### src/rtl/core/rgcd_pkg.sv
// Shared types and constants for the fraction arithmetic and reduction core.
// Used by the controller, the datapath and the top level; depends on nothing.
package rgcd_pkg;

   // Fixed result widths.
   localparam int NUM_W = 33;
   localparam int DEN_W = 32;

   // Operation codes carried on req_kind.
   localparam logic [1:0] KIND_ADD = 2'd0;
   localparam logic [1:0] KIND_SUB = 2'd1;
   localparam logic [1:0] KIND_MUL = 2'd2;
   localparam logic [1:0] KIND_DIV = 2'd3;

   // Product selects for the shared multiplier.
   localparam logic [1:0] MUL_SEL_T1 = 2'd0;
   localparam logic [1:0] MUL_SEL_T2 = 2'd1;
   localparam logic [1:0] MUL_SEL_T3 = 2'd2;

   typedef struct packed {
      logic       load;
      logic       mul_en;
      logic [1:0] mul_sel;
      logic       form;
      logic       gcd_init;
      logic       gcd_step;
      logic       gcd_fin;
      logic       div_start;
      logic       div_den;
      logic       qnum_load;
      logic       result_load;
   } cmd_type;

   typedef struct packed {
      logic gcd_done;
      logic div_idle;
   } status_type;

endpackage

### src/rtl/core/rgcd_divider.sv
// Restoring unsigned divider, one quotient bit per cycle.
// Standalone; instantiated by rgcd_datapath.
module rgcd_divider #(
   parameter int WIDTH = 33
) (
   input  logic             clock,
   input  logic             reset,
   input  logic             start,
   input  logic [WIDTH-1:0] dividend,
   input  logic [WIDTH-1:0] divisor,
   output logic             idle,
   output logic [WIDTH-1:0] quotient
);

   localparam int CW = $clog2(WIDTH + 1);

   logic [WIDTH-1:0] rem_ff, rem_in;
   logic [WIDTH-1:0] quo_ff, quo_in;
   logic [CW-1:0]    cnt_ff, cnt_in;
   logic [WIDTH:0]   shifted;
   logic [WIDTH:0]   trial;

   assign shifted = {rem_ff, quo_ff[WIDTH-1]};
   assign trial   = shifted - {1'b0, divisor};

   always_comb begin
      rem_in = rem_ff;
      quo_in = quo_ff;
      cnt_in = cnt_ff;
      if (start) begin
         rem_in = '0;
         quo_in = dividend;
         cnt_in = CW'(WIDTH);
      end else if (cnt_ff != '0) begin
         // No borrow means the divisor fits into the partial remainder.
         if (!trial[WIDTH]) begin
            rem_in = trial[WIDTH-1:0];
            quo_in = {quo_ff[WIDTH-2:0], 1'b1};
         end else begin
            rem_in = shifted[WIDTH-1:0];
            quo_in = {quo_ff[WIDTH-2:0], 1'b0};
         end
         cnt_in = cnt_ff - 1'b1;
      end
   end

   always_ff @(posedge clock) begin
      if (reset) begin
         cnt_ff <= '0;
      end else begin
         cnt_ff <= cnt_in;
      end
   end

   always_ff @(posedge clock) begin
      rem_ff <= rem_in;
      quo_ff <= quo_in;
   end

   assign idle     = (cnt_ff == '0);
   assign quotient = quo_ff;

endmodule

### src/rtl/core/rgcd_datapath.sv
// Datapath: operand registers, shared multiplier, raw fraction, binary GCD
// and the shared divider. Depends on rgcd_pkg and rgcd_divider.
module rgcd_datapath #(
   parameter int OPERAND_WIDTH = 16
) (
   input  logic                            clock,
   input  logic                            reset,
   input  rgcd_pkg::cmd_type               cmd,
   output rgcd_pkg::status_type            status,
   input  logic [1:0]                      req_kind,
   input  logic signed [OPERAND_WIDTH-1:0] req_left_numerator,
   input  logic signed [OPERAND_WIDTH-1:0] req_left_denominator,
   input  logic signed [OPERAND_WIDTH-1:0] req_right_numerator,
   input  logic signed [OPERAND_WIDTH-1:0] req_right_denominator,
   output logic signed [rgcd_pkg::NUM_W-1:0] rsp_result_numerator,
   output logic signed [rgcd_pkg::DEN_W-1:0] rsp_result_denominator,
   output logic                            rsp_zero_divisor_error
);

   localparam int W  = OPERAND_WIDTH;
   localparam int PW = 2 * W;
   localparam int RW = (2 * W + 1 > 64) ? 64 : 2 * W + 1;
   localparam int KW = $clog2(RW + 1);
   localparam int XW = (RW > rgcd_pkg::NUM_W) ? RW : rgcd_pkg::NUM_W;

   logic [1:0]          op_ff;
   logic signed [W-1:0] a_ff, b_ff, c_ff, d_ff;
   logic signed [W-1:0] mul_x, mul_y;
   logic signed [PW-1:0] prod;
   logic signed [PW-1:0] t1_ff, t2_ff, t3_ff;
   logic [RW-1:0]       t1e, t2e, t3e;
   logic [RW-1:0]       num_ff, num_in, den_ff, den_in;
   logic [RW-1:0]       mag_num, mag_den;
   logic [RW-1:0]       magn_ff, magd_ff;
   logic [RW-1:0]       gx_ff, gx_in, gy_ff, gy_in;
   logic [KW-1:0]       k_ff, k_in;
   logic [RW-1:0]       g_ff;
   logic                err_ff;
   logic [RW-1:0]       quotient;
   logic                div_idle;
   logic [RW-1:0]       qnum_ff;
   logic [RW-1:0]       qden;
   logic [XW-1:0]       num_ext, den_ext;
   logic signed [rgcd_pkg::NUM_W-1:0] rnum_ff;
   logic signed [rgcd_pkg::DEN_W-1:0] rden_ff;
   logic                rerr_ff;

   // Input capture.
   always_ff @(posedge clock) begin
      if (cmd.load) begin
         op_ff <= req_kind;
         a_ff  <= req_left_numerator;
         b_ff  <= req_left_denominator;
         c_ff  <= req_right_numerator;
         d_ff  <= req_right_denominator;
      end
   end

   // One multiplier serves all three cross products.
   always_comb begin
      unique case (cmd.mul_sel)
         rgcd_pkg::MUL_SEL_T1: begin
            mul_x = a_ff;
            mul_y = (op_ff == rgcd_pkg::KIND_MUL) ? c_ff : d_ff;
         end
         rgcd_pkg::MUL_SEL_T2: begin
            mul_x = b_ff;
            mul_y = c_ff;
         end
         default: begin
            mul_x = b_ff;
            mul_y = d_ff;
         end
      endcase
   end

   assign prod = mul_x * mul_y;

   always_ff @(posedge clock) begin
      if (cmd.mul_en) begin
         unique case (cmd.mul_sel)
            rgcd_pkg::MUL_SEL_T1: t1_ff <= prod;
            rgcd_pkg::MUL_SEL_T2: t2_ff <= prod;
            default:              t3_ff <= prod;
         endcase
      end
   end

   // Raw parts, wrapping at RW bits.
   assign t1e = RW'(t1_ff);
   assign t2e = RW'(t2_ff);
   assign t3e = RW'(t3_ff);

   always_comb begin
      unique case (op_ff)
         rgcd_pkg::KIND_ADD: begin
            num_in = t1e + t2e;
            den_in = t3e;
         end
         rgcd_pkg::KIND_SUB: begin
            num_in = t1e - t2e;
            den_in = t3e;
         end
         rgcd_pkg::KIND_MUL: begin
            num_in = t1e;
            den_in = t3e;
         end
         default: begin
            num_in = t1e;
            den_in = t2e;
         end
      endcase
   end

   always_ff @(posedge clock) begin
      if (cmd.form) begin
         num_ff <= num_in;
         den_ff <= den_in;
      end
   end

   assign mag_num = num_ff[RW-1] ? (RW'(0) - num_ff) : num_ff;
   assign mag_den = den_ff[RW-1] ? (RW'(0) - den_ff) : den_ff;

   // Binary GCD: strip common factors of two, then subtract and halve.
   always_comb begin
      gx_in = gx_ff;
      gy_in = gy_ff;
      k_in  = k_ff;
      if (cmd.gcd_init) begin
         gx_in = mag_num;
         gy_in = mag_den;
         k_in  = '0;
      end else if (cmd.gcd_step) begin
         priority if (!gx_ff[0] && !gy_ff[0]) begin
            gx_in = gx_ff >> 1;
            gy_in = gy_ff >> 1;
            k_in  = k_ff + 1'b1;
         end else if (!gx_ff[0]) begin
            gx_in = gx_ff >> 1;
         end else if (!gy_ff[0]) begin
            gy_in = gy_ff >> 1;
         end else if (gx_ff >= gy_ff) begin
            gx_in = (gx_ff - gy_ff) >> 1;
         end else begin
            gy_in = (gy_ff - gx_ff) >> 1;
         end
      end
   end

   always_ff @(posedge clock) begin
      if (reset) begin
         k_ff <= '0;
      end else begin
         k_ff <= k_in;
      end
   end

   always_ff @(posedge clock) begin
      gx_ff <= gx_in;
      gy_ff <= gy_in;
      if (cmd.gcd_init) begin
         magn_ff <= mag_num;
         magd_ff <= mag_den;
         err_ff  <= (num_ff == '0) && (den_ff == '0);
      end
      if (cmd.gcd_fin) begin
         g_ff <= (gx_ff | gy_ff) << k_ff;
      end
   end

   assign status.gcd_done = (gx_ff == '0) || (gy_ff == '0);

   rgcd_divider #(
      .WIDTH (RW)
   ) u_divider (
      .clock    (clock),
      .reset    (reset),
      .start    (cmd.div_start),
      .dividend (cmd.div_den ? magd_ff : magn_ff),
      .divisor  (g_ff),
      .idle     (div_idle),
      .quotient (quotient)
   );

   assign status.div_idle = div_idle;

   always_ff @(posedge clock) begin
      if (cmd.qnum_load) begin
         qnum_ff <= num_ff[RW-1] ? (RW'(0) - quotient) : quotient;
      end
   end

   assign qden    = den_ff[RW-1] ? (RW'(0) - quotient) : quotient;
   assign num_ext = XW'($signed(qnum_ff));
   assign den_ext = XW'($signed(qden));

   // Result register; the controller loads it only when the slot is free.
   always_ff @(posedge clock) begin
      if (cmd.result_load) begin
         rnum_ff <= err_ff ? '0 : $signed(num_ext[rgcd_pkg::NUM_W-1:0]);
         rden_ff <= err_ff ? '0 : $signed(den_ext[rgcd_pkg::DEN_W-1:0]);
         rerr_ff <= err_ff;
      end
   end

   assign rsp_result_numerator   = rnum_ff;
   assign rsp_result_denominator = rden_ff;
   assign rsp_zero_divisor_error = rerr_ff;

endmodule

### src/rtl/core/rgcd_ctrl.sv
// Controller state machine sequencing multiply, GCD and divide phases.
// Depends on rgcd_pkg; drives the datapath through cmd_type.
module rgcd_ctrl (
   input  logic                 clock,
   input  logic                 reset,
   input  logic                 req_valid,
   output logic                 req_stall,
   output logic                 rsp_valid,
   input  logic                 rsp_stall,
   output rgcd_pkg::cmd_type    cmd,
   input  rgcd_pkg::status_type status
);

   localparam logic [3:0] S_IDLE      = 4'd0;
   localparam logic [3:0] S_MUL1      = 4'd1;
   localparam logic [3:0] S_MUL2      = 4'd2;
   localparam logic [3:0] S_MUL3      = 4'd3;
   localparam logic [3:0] S_FORM      = 4'd4;
   localparam logic [3:0] S_GINIT     = 4'd5;
   localparam logic [3:0] S_GCD       = 4'd6;
   localparam logic [3:0] S_GFIN      = 4'd7;
   localparam logic [3:0] S_DIVN      = 4'd8;
   localparam logic [3:0] S_DIVN_WAIT = 4'd9;
   localparam logic [3:0] S_DIVD_WAIT = 4'd10;
   localparam logic [3:0] S_DONE      = 4'd11;

   logic [3:0] state_ff, state_in;
   logic       rsp_valid_ff, rsp_valid_in;
   logic       slot_free;

   // The result slot can take a new value when empty or emptying now.
   assign slot_free = !rsp_valid_ff || !rsp_stall;

   always_comb begin
      state_in = state_ff;
      cmd      = '0;
      unique case (state_ff)
         S_IDLE: begin
            if (req_valid) begin
               cmd.load = 1'b1;
               state_in = S_MUL1;
            end
         end
         S_MUL1: begin
            cmd.mul_en  = 1'b1;
            cmd.mul_sel = rgcd_pkg::MUL_SEL_T1;
            state_in    = S_MUL2;
         end
         S_MUL2: begin
            cmd.mul_en  = 1'b1;
            cmd.mul_sel = rgcd_pkg::MUL_SEL_T2;
            state_in    = S_MUL3;
         end
         S_MUL3: begin
            cmd.mul_en  = 1'b1;
            cmd.mul_sel = rgcd_pkg::MUL_SEL_T3;
            state_in    = S_FORM;
         end
         S_FORM: begin
            cmd.form = 1'b1;
            state_in = S_GINIT;
         end
         S_GINIT: begin
            cmd.gcd_init = 1'b1;
            state_in     = S_GCD;
         end
         S_GCD: begin
            if (status.gcd_done) begin
               state_in = S_GFIN;
            end else begin
               cmd.gcd_step = 1'b1;
            end
         end
         S_GFIN: begin
            cmd.gcd_fin = 1'b1;
            state_in    = S_DIVN;
         end
         S_DIVN: begin
            cmd.div_start = 1'b1;
            state_in      = S_DIVN_WAIT;
         end
         S_DIVN_WAIT: begin
            if (status.div_idle) begin
               cmd.qnum_load = 1'b1;
               cmd.div_start = 1'b1;
               cmd.div_den   = 1'b1;
               state_in      = S_DIVD_WAIT;
            end
         end
         S_DIVD_WAIT: begin
            if (status.div_idle) begin
               state_in = S_DONE;
            end
         end
         S_DONE: begin
            if (slot_free) begin
               cmd.result_load = 1'b1;
               state_in        = S_IDLE;
            end
         end
         default: begin
            state_in = S_IDLE;
         end
      endcase
   end

   always_comb begin
      rsp_valid_in = rsp_valid_ff;
      if (cmd.result_load) begin
         rsp_valid_in = 1'b1;
      end else if (rsp_valid_ff && !rsp_stall) begin
         rsp_valid_in = 1'b0;
      end
   end

   always_ff @(posedge clock) begin
      if (reset) begin
         state_ff     <= S_IDLE;
         rsp_valid_ff <= 1'b0;
      end else begin
         state_ff     <= state_in;
         rsp_valid_ff <= rsp_valid_in;
      end
   end

   assign req_stall = (state_ff != S_IDLE);
   assign rsp_valid = rsp_valid_ff;

`ifndef ASSERT_OFF
   a_no_overwrite: assert property (@(posedge clock) disable iff (reset)
      (rsp_valid_ff && rsp_stall) |-> !cmd.result_load)
      else $error("result overwritten while a transfer is pending");

   a_div_start_idle: assert property (@(posedge clock) disable iff (reset)
      cmd.div_start |-> status.div_idle)
      else $error("divider started while busy");

   a_gcd_step_live: assert property (@(posedge clock) disable iff (reset)
      cmd.gcd_step |-> !status.gcd_done)
      else $error("GCD stepped after completion");

   a_valid_source: assert property (@(posedge clock) disable iff (reset)
      $rose(rsp_valid_ff) |-> $past(cmd.result_load))
      else $error("result valid raised without a result load");
`endif

endmodule

### src/rtl/core/rational_arith_gcd_reduce_core.sv
// Fraction arithmetic core: takes a/b and c/d with an add, subtract, multiply or
// divide code, forms the cross-multiplied raw fraction, reduces it by the GCD of
// the part magnitudes and returns the reduced numerator and denominator, with the
// denominator sign left as it falls. When both raw parts are zero the result is
// 0/0 with rsp_zero_divisor_error set. One item is in flight at a time. The raw
// width is 2*OPERAND_WIDTH+1 capped at 64. After the accepting edge the core
// forms the three products and the raw fraction, runs the binary GCD loop until
// one value is zero, then runs the shared restoring divider, which produces one
// quotient bit per cycle, once for each part, and then loads the result. A stalled
// result holds off the loading of the next result until it is taken. A finished
// result waits in the output register, so the next item is accepted in the cycle
// after the load while it is still pending. Depends on rgcd_pkg, rgcd_ctrl and
// rgcd_datapath.
module rational_arith_gcd_reduce_core #(
   parameter int OPERAND_WIDTH = 16
) (
   input  logic                              clock,
   input  logic                              reset,
   input  logic                              req_valid,
   output logic                              req_stall,
   input  logic [1:0]                        req_kind,
   input  logic signed [OPERAND_WIDTH-1:0]   req_left_numerator,
   input  logic signed [OPERAND_WIDTH-1:0]   req_left_denominator,
   input  logic signed [OPERAND_WIDTH-1:0]   req_right_numerator,
   input  logic signed [OPERAND_WIDTH-1:0]   req_right_denominator,
   output logic                              rsp_valid,
   input  logic                              rsp_stall,
   output logic signed [rgcd_pkg::NUM_W-1:0] rsp_result_numerator,
   output logic signed [rgcd_pkg::DEN_W-1:0] rsp_result_denominator,
   output logic                              rsp_zero_divisor_error
);

   rgcd_pkg::cmd_type    cmd;
   rgcd_pkg::status_type status;

   rgcd_ctrl u_ctrl (
      .clock     (clock),
      .reset     (reset),
      .req_valid (req_valid),
      .req_stall (req_stall),
      .rsp_valid (rsp_valid),
      .rsp_stall (rsp_stall),
      .cmd       (cmd),
      .status    (status)
   );

   rgcd_datapath #(
      .OPERAND_WIDTH (OPERAND_WIDTH)
   ) u_datapath (
      .clock                  (clock),
      .reset                  (reset),
      .cmd                    (cmd),
      .status                 (status),
      .req_kind               (req_kind),
      .req_left_numerator     (req_left_numerator),
      .req_left_denominator   (req_left_denominator),
      .req_right_numerator    (req_right_numerator),
      .req_right_denominator  (req_right_denominator),
      .rsp_result_numerator   (rsp_result_numerator),
      .rsp_result_denominator (rsp_result_denominator),
      .rsp_zero_divisor_error (rsp_zero_divisor_error)
   );

endmodule
### config.mk
export PLATFORM = sky130hd
export DESIGN_NAME = rational_arith_gcd_reduce_core
export DESIGN_NICKNAME = d
export VERILOG_FILES = /design/src/rtl/core/rgcd_pkg.sv /design/src/rtl/core/rgcd_divider.sv /design/src/rtl/core/rgcd_datapath.sv /design/src/rtl/core/rgcd_ctrl.sv /design/src/rtl/core/rational_arith_gcd_reduce_core.sv
export SDC_FILE = /design/constraint.sdc
export NUM_CORES = 2
export LEC_CHECK = 0
export ABC_AREA = 1
export ABC_CLOCK_PERIOD_IN_PS = 7800
export BUFFER_PORTS_ARGS = -buffer_cell sky130_fd_sc_hd__buf_4
export CAP_MARGIN = 20
export CELL_PAD_IN_SITES_DETAIL_PLACEMENT = 0
export CELL_PAD_IN_SITES_GLOBAL_PLACEMENT = 2
export CORE_MARGIN = 2
export CORE_UTILIZATION = 35
export CTS_BUF_LIST = sky130_fd_sc_hd__clkbuf_16
export DETAILED_ROUTE_END_ITERATION = 16
export PLACE_DENSITY = 0.76
export SETUP_SLACK_MARGIN = 0.2
export SLEW_MARGIN = 20
export SYNTH_ARGS = -nofsm -noshare
export SYNTH_HDL_FRONTEND = slang
export SYNTH_SLANG_ARGS = --single-unit
### constraint.sdc
create_clock -name clock -period 7.8 [get_ports clock]
set_input_delay 1.17 -clock clock [delete_from_list [all_inputs] [get_ports clock]]
set_output_delay 1.17 -clock clock [all_outputs]
set_load 0.01 [all_outputs]
# Yosys cells after proc, flatten, opt, wreduce, memory -nomap -nowiden
# Cells that the tools add are included.
# classes
n_shift	1
n_eq_ne	22
n_addsub	10
n_mux	49
n_reduce_logical	35
mul	1
magnitude_cmp	1
bitwise_logic	2
# ops
operator	n
$mux 33	20
$logic_not 33->1	4
$sub 1x33->33 const A	3
$pmux 33 s2	1
$sub 33x33->33	2
$pmux 4 s12	1
$sub 34x33->34	1
$add 32x32->33	1
$ge 33x33->1	1
$or 33x33->33	1
$shl 33x6->33	1
$sub 32x32->33	1
$mul 16x16->32	1
$mux 16	2
$mux 32	1
$pmux 16 s2	1
$mux 4	5
$eq 4x3->1 const B	4
$eq 4x4->1 const B	4
$mux 1	12
$mux 6	2
$ne 4x4->1 const B	3
$reduce_and 2->1	5
$pmux 3 s3	1
other kinds (26)	43
# totals
regBits	576
inputBits	70
word_cells	150

# Depth between registers and ports, before layout
# logic_depth
ltp_word	7
ltp_mapped	33
ltp_nobuf	31

# By module
# From an unflattened synthesis, not the netlist that was laid out.
# unflattened
cells_unflattened	5984
hier_area_um2	48133.7
# modules_own_cells
mod	seq_area_each_um2	cells_per_inst	instances	area_each_um2
rgcd_datapath	14894.3	4852	1	41130.7
rgcd_divider	1771.7	1061	1	6602.6
rgcd_ctrl	100.1	71	1	400.4

# Worst setup path after synthesis
# OpenSTA, ideal clock, no wires.
# synth_path
kind	reg-to-reg
start	register u_ctrl.state_ff[3]
end	register u_datapath.t1_ff[31] (data pin)
arrival_ns	7.053
required_time_ns	7.630
slack_ns	0.578
stages_incl_launch_ff	26
n_path_buf	1
path_cell_list	dfxtp_1 nor2_2 inv_1 nor2_2 a21oi_2 buf_2 or2_2 o21ai_2 nor2_1 fa_1 fa_1 fa_1 fa_1 fa_1 inv_1 fa_1 inv_1 ha_1 nand2_1 nor2_1 inv_1 nor2_1 nor2_1 or2_2 nand3_1 xor2_1
# synth_via
elab_chain_cells	5
# synth_lines
element	line	text
from (decl)	rgcd_ctrl.sv:27	logic [3:0] state_ff, state_in;
from (signal assigned)	rgcd_ctrl.sv:121	state_ff <= state_in;
$eq 4x2->1 or $eq 4x1->1 (tied branches)	rgcd_ctrl.sv:37	unique case (state_ff)
$pmux 3 s3 (*)	rgcd_ctrl.sv:37	
$eq 2x1->1 or $logic_not 2->1 (tied branches)	rgcd_datapath.sv:61	unique case (cmd.mul_sel)
$pmux 16 s2 or $mux 16 (tied branches)	rgcd_datapath.sv:61	
$mul 16x16->32 (*)	rgcd_datapath.sv:77	assign prod = mul_x * mul_y;
net u_datapath.prod[31]	rgcd_datapath.sv:29	logic signed [PW-1:0] prod;
to (signal assigned)	rgcd_datapath.sv:82	rgcd_pkg::MUL_SEL_T1: t1_ff <= prod;
to (decl)	rgcd_datapath.sv:30	logic signed [PW-1:0] t1_ff, t2_ff, t3_ff;
# The timed path passes the listed nets; every way through them passes the cells marked *.
# A chain may end at the register's enable or synchronous reset.

# Final worst setup path
# Same ends and word-level chain as after synthesis.

==> impl_metrics.csv <==
group,metric,value,unit
min_path,hp-class,"reg2reg",
die,rows,134,
layout,post-route-util,39.48,%
synthesis,synth_cell_types,61,
die,ios,138,
critical_path,cp_num_buf_inv,6,
sta,maxSlewViolCount,0,
sta,slew_headroom,21.24,%
clocking,insertion_delay,0.71,ns
clocking,clock_path_buffers,3,
synthesis,avgSynthCellArea,7.949,µm²
synthesis,ys.flop_type,"edfxtp_1",
critical_path,critPathMaxFanout,32,
critical_path,critPathArrivalTime,7.73,ns
routing,wl,167700,µm
clocking,clkSlewWorstSetupHoldPaths,0.06,ns
die,floorplan.die_area,137700,µm²
min_path,holdPathStages,0,
sta,fin_tns_setup,0,ns
critical_path,crit_path_frequent_cell,"fa_1",
critical_path,cp_slowest_cell,"clkinv_1",
synthesis,synth_top_family_by_area,"simple AND/OR/NAND/NOR gates",
synthesis,synth_fa_ha_area_share,17.98,%
synthesis,synthesis.area,47160,µm²
critical_path,crit_family,"adder cells",
min_path,min_to,"u_datapath.magn_ff[0]$_DFFE_PP_",
die,die_h,371.1,µm
synthesis,synth_warnings,0,
routing,first_iter_violations,3653,
routing,route.detailed.drc,0,
global_route,grt_first_pass_wirelength,250400,µm
sta,worst_slack,0.4654,ns
clocking,numCtsBuffers,70,
global_route,grt_max_degree,158,
sta,timing.fmax,0.1363,GHz
critical_path,r2r_start,"u_ctrl.state_ff[3]$_SDFFE_PP0P_",
sta,worst_pin_slew,1.172,ns
synthesis,yosys.area_share.xor_xnor,3.714,%
placed_design,io_buffers,137,
routing,firstDrtPassIters,8,
routing,routed_via_density,5.024,
placed_design,place_hpwl,136700,µm
min_path,min_from,"u_datapath.num_ff[0]$_DFFE_PP_",
die,start_util,35.30,%
synthesis,syn-instance-count,5933,
sta,period_share,94.03,%
synthesis,ys_seq_area_share,35.55,%
synthesis,synthArstFlopShare,0,%
layout,n_fill_cell,13840,
placed_design,gp_congestion,0.9522,
routing,vias,39590,
synthesis,synth_edf_count,525,
clocking,cts_tree,"done",
layout,layout_commonest_cell,"nand2_1",
synthesis,synth_seq_cells,575,
critical_path,r2r_end,"u_datapath.t1_ff[31]$_DFFE_PP_",
clocking,clkSinkCount,575,
layout,drive_above_1_share,7.755,%
global_route,grtUsageTotal,24.37,%
critical_path,regToRegSetupSlack,0.47,ns
global_route,grt_overflow,0,
routing,ant_nets,0,
synthesis,synth_compound_area_share,9.237,%
critical_path,crit_required,8.20,ns
sta,rsz0062_at_grt,"false",
critical_path,endpoint_kind,"flip-flop",
flow_run,cap_violations,0,
layout,syn2layout_area_growth,11.86,%
clocking,root_buffer,"clkbuf_16",
synthesis,synth_simple_gate_area_share,23.07,%
critical_path,r2r_cells,25,
status,status,"finished clean",
global_route,grt_pass1_vias,38280,
sta,hold_viol_final,0,
critical_path,max_stage_delay,0.57,ns
synthesis,muxShareOfSynthArea,0.3555,%
global_route,grt_antenna_before_repair,10,
die,core-area,133600,µm²
die,fp.dieW,371.1,µm
sta,skew,0.05141,ns
sta,setup_viol,0,
critical_path,worstSetupStartpointType,"flip-flop",
layout,n_antenna_cell,0,
layout,mostFrequentLayoutCells,"nand2_1 (1,314), inv_1 (1,052), nor2_1 (674)",
critical_path,crit_type,"reg2reg",
placed_design,dp_slack,0.2099,ns
layout,num-nets-final,6642,
clocking,htree_levels,3,
routing,drt-wirelength-per-cell,21.29,µm
sta,fin_crit,7.335,ns
-- sequential cells by signal, indices dropped and copies added (netlist names), 33 cells and up --
register / cells
u_datapath.g_ff: 33
u_datapath.gx_ff: 33
u_datapath.gy_ff: 33
u_datapath.magd_ff: 33
u_datapath.magn_ff: 33
u_datapath.num_ext: 33
u_datapath.num_ff: 33
u_datapath.rsp_result_numerator: 33
u_datapath.u_divider.quotient: 33
u_datapath.u_divider.rem_ff: 33
-- what timing repair did --
item                       CTS  global route
setup buffers                0             4
resized for setup            1            15
pin swaps                    0             0
setup endpoints to repair    3            45
hold buffers                 0             0
-- Yosys cell counts, drive strengths merged, types with 75 or more instances --
library cell     n  area, µm²
clkbuf          97      367.8
nand3          329       1662
nand2         1326       5034
inv           1065       4000
xor2           166       1454
nor3            79      425.4
fa             266       5325
a21oi          307       1551
nand4           75      481.7
o21ai          348       1866
ha             252       3153
edfxtp         525      15770
nor2           701       2693
-- worst max path at each step --
| stage | startpoint | endpoint | slack [ns] | cells after the start |
|---|---|---|---|---|
| after floorplan | u_ctrl.state_ff[3]$_SDFFE_PP0P_ | u_datapath.t1_ff[31]$_DFFE_PP_ | 0.58 | 25 |
| after CTS | u_ctrl.state_ff[3]$_SDFFE_PP0P_ | u_datapath.t3_ff[25]$_DFFE_PP_ | 0.24 | 25 |
| after global routing | u_ctrl.state_ff[3]$_SDFFE_PP0P_ | u_datapath.t1_ff[31]$_DFFE_PP_ | 0.18 | 25 |
| after global placement | u_ctrl.state_ff[3]$_SDFFE_PP0P_ | u_datapath.t2_ff[25]$_DFFE_PP_ | 0.26 | 25 |
| final | u_ctrl.state_ff[3]$_SDFFE_PP0P_ | u_datapath.t1_ff[31]$_DFFE_PP_ | 0.47 | 25 |
| after detailed placement | u_ctrl.state_ff[3]$_SDFFE_PP0P_ | u_datapath.t1_ff[25]$_DFFE_PP_ | 0.21 | 25 |
-- through the flow --
step                std cells  cell area, µm²  hold slack (ns)
finish                   7880           52760           0.4524
global route             7880           52760           0.4810
CTS                      7876           52660           0.4548
detailed placement       7746           50340           0.4415
global placement         7744           50290           0.4445
floorplan                5934           47170           0.4244
-- per-layer routing --
metal	track usage, %	wire, µm	vias up
met4	5.777	3851	0
met5	0	0	-
met2	36.27	70380	1264
met3	3.185	10210	158
met1	37.16	83310	18960
li1	-	-	19210
-- final cells by class --
cell class | instances | area (µm²) | area share [%]
Inverter | 1077 | 4065 | 7.706
Clock inverter | 58 | 510.5 | 0.9677
Tap cell | 1768 | 2212 | 4.193
Sequential cell | 575 | 16770 | 31.78
Clock buffer | 72 | 1802 | 3.415
Timing Repair Buffer | 210 | 1633 | 3.095
Multi-Input combinational cell | 4120 | 25770 | 48.84
-- logic make-up (layout without fill, tap and decap cells) --
| group | Yosys count | count (layout) |
|---|---|---|
| other cells | 1 | 2 |
| simple gates | 2599 | 2599 |
| flops | 575 | 575 |
| xor+xnor | 200 | 200 |
| mux | 16 | 16 |
| fa+ha+maj | 518 | 518 |
| buf+inv | 1239 | 1417 |
| compound gates | 785 | 785 |
Power is left out: the tool's default activity adds up to more than one toggle a clock period on the data nets, which glitch-free logic cannot reach.
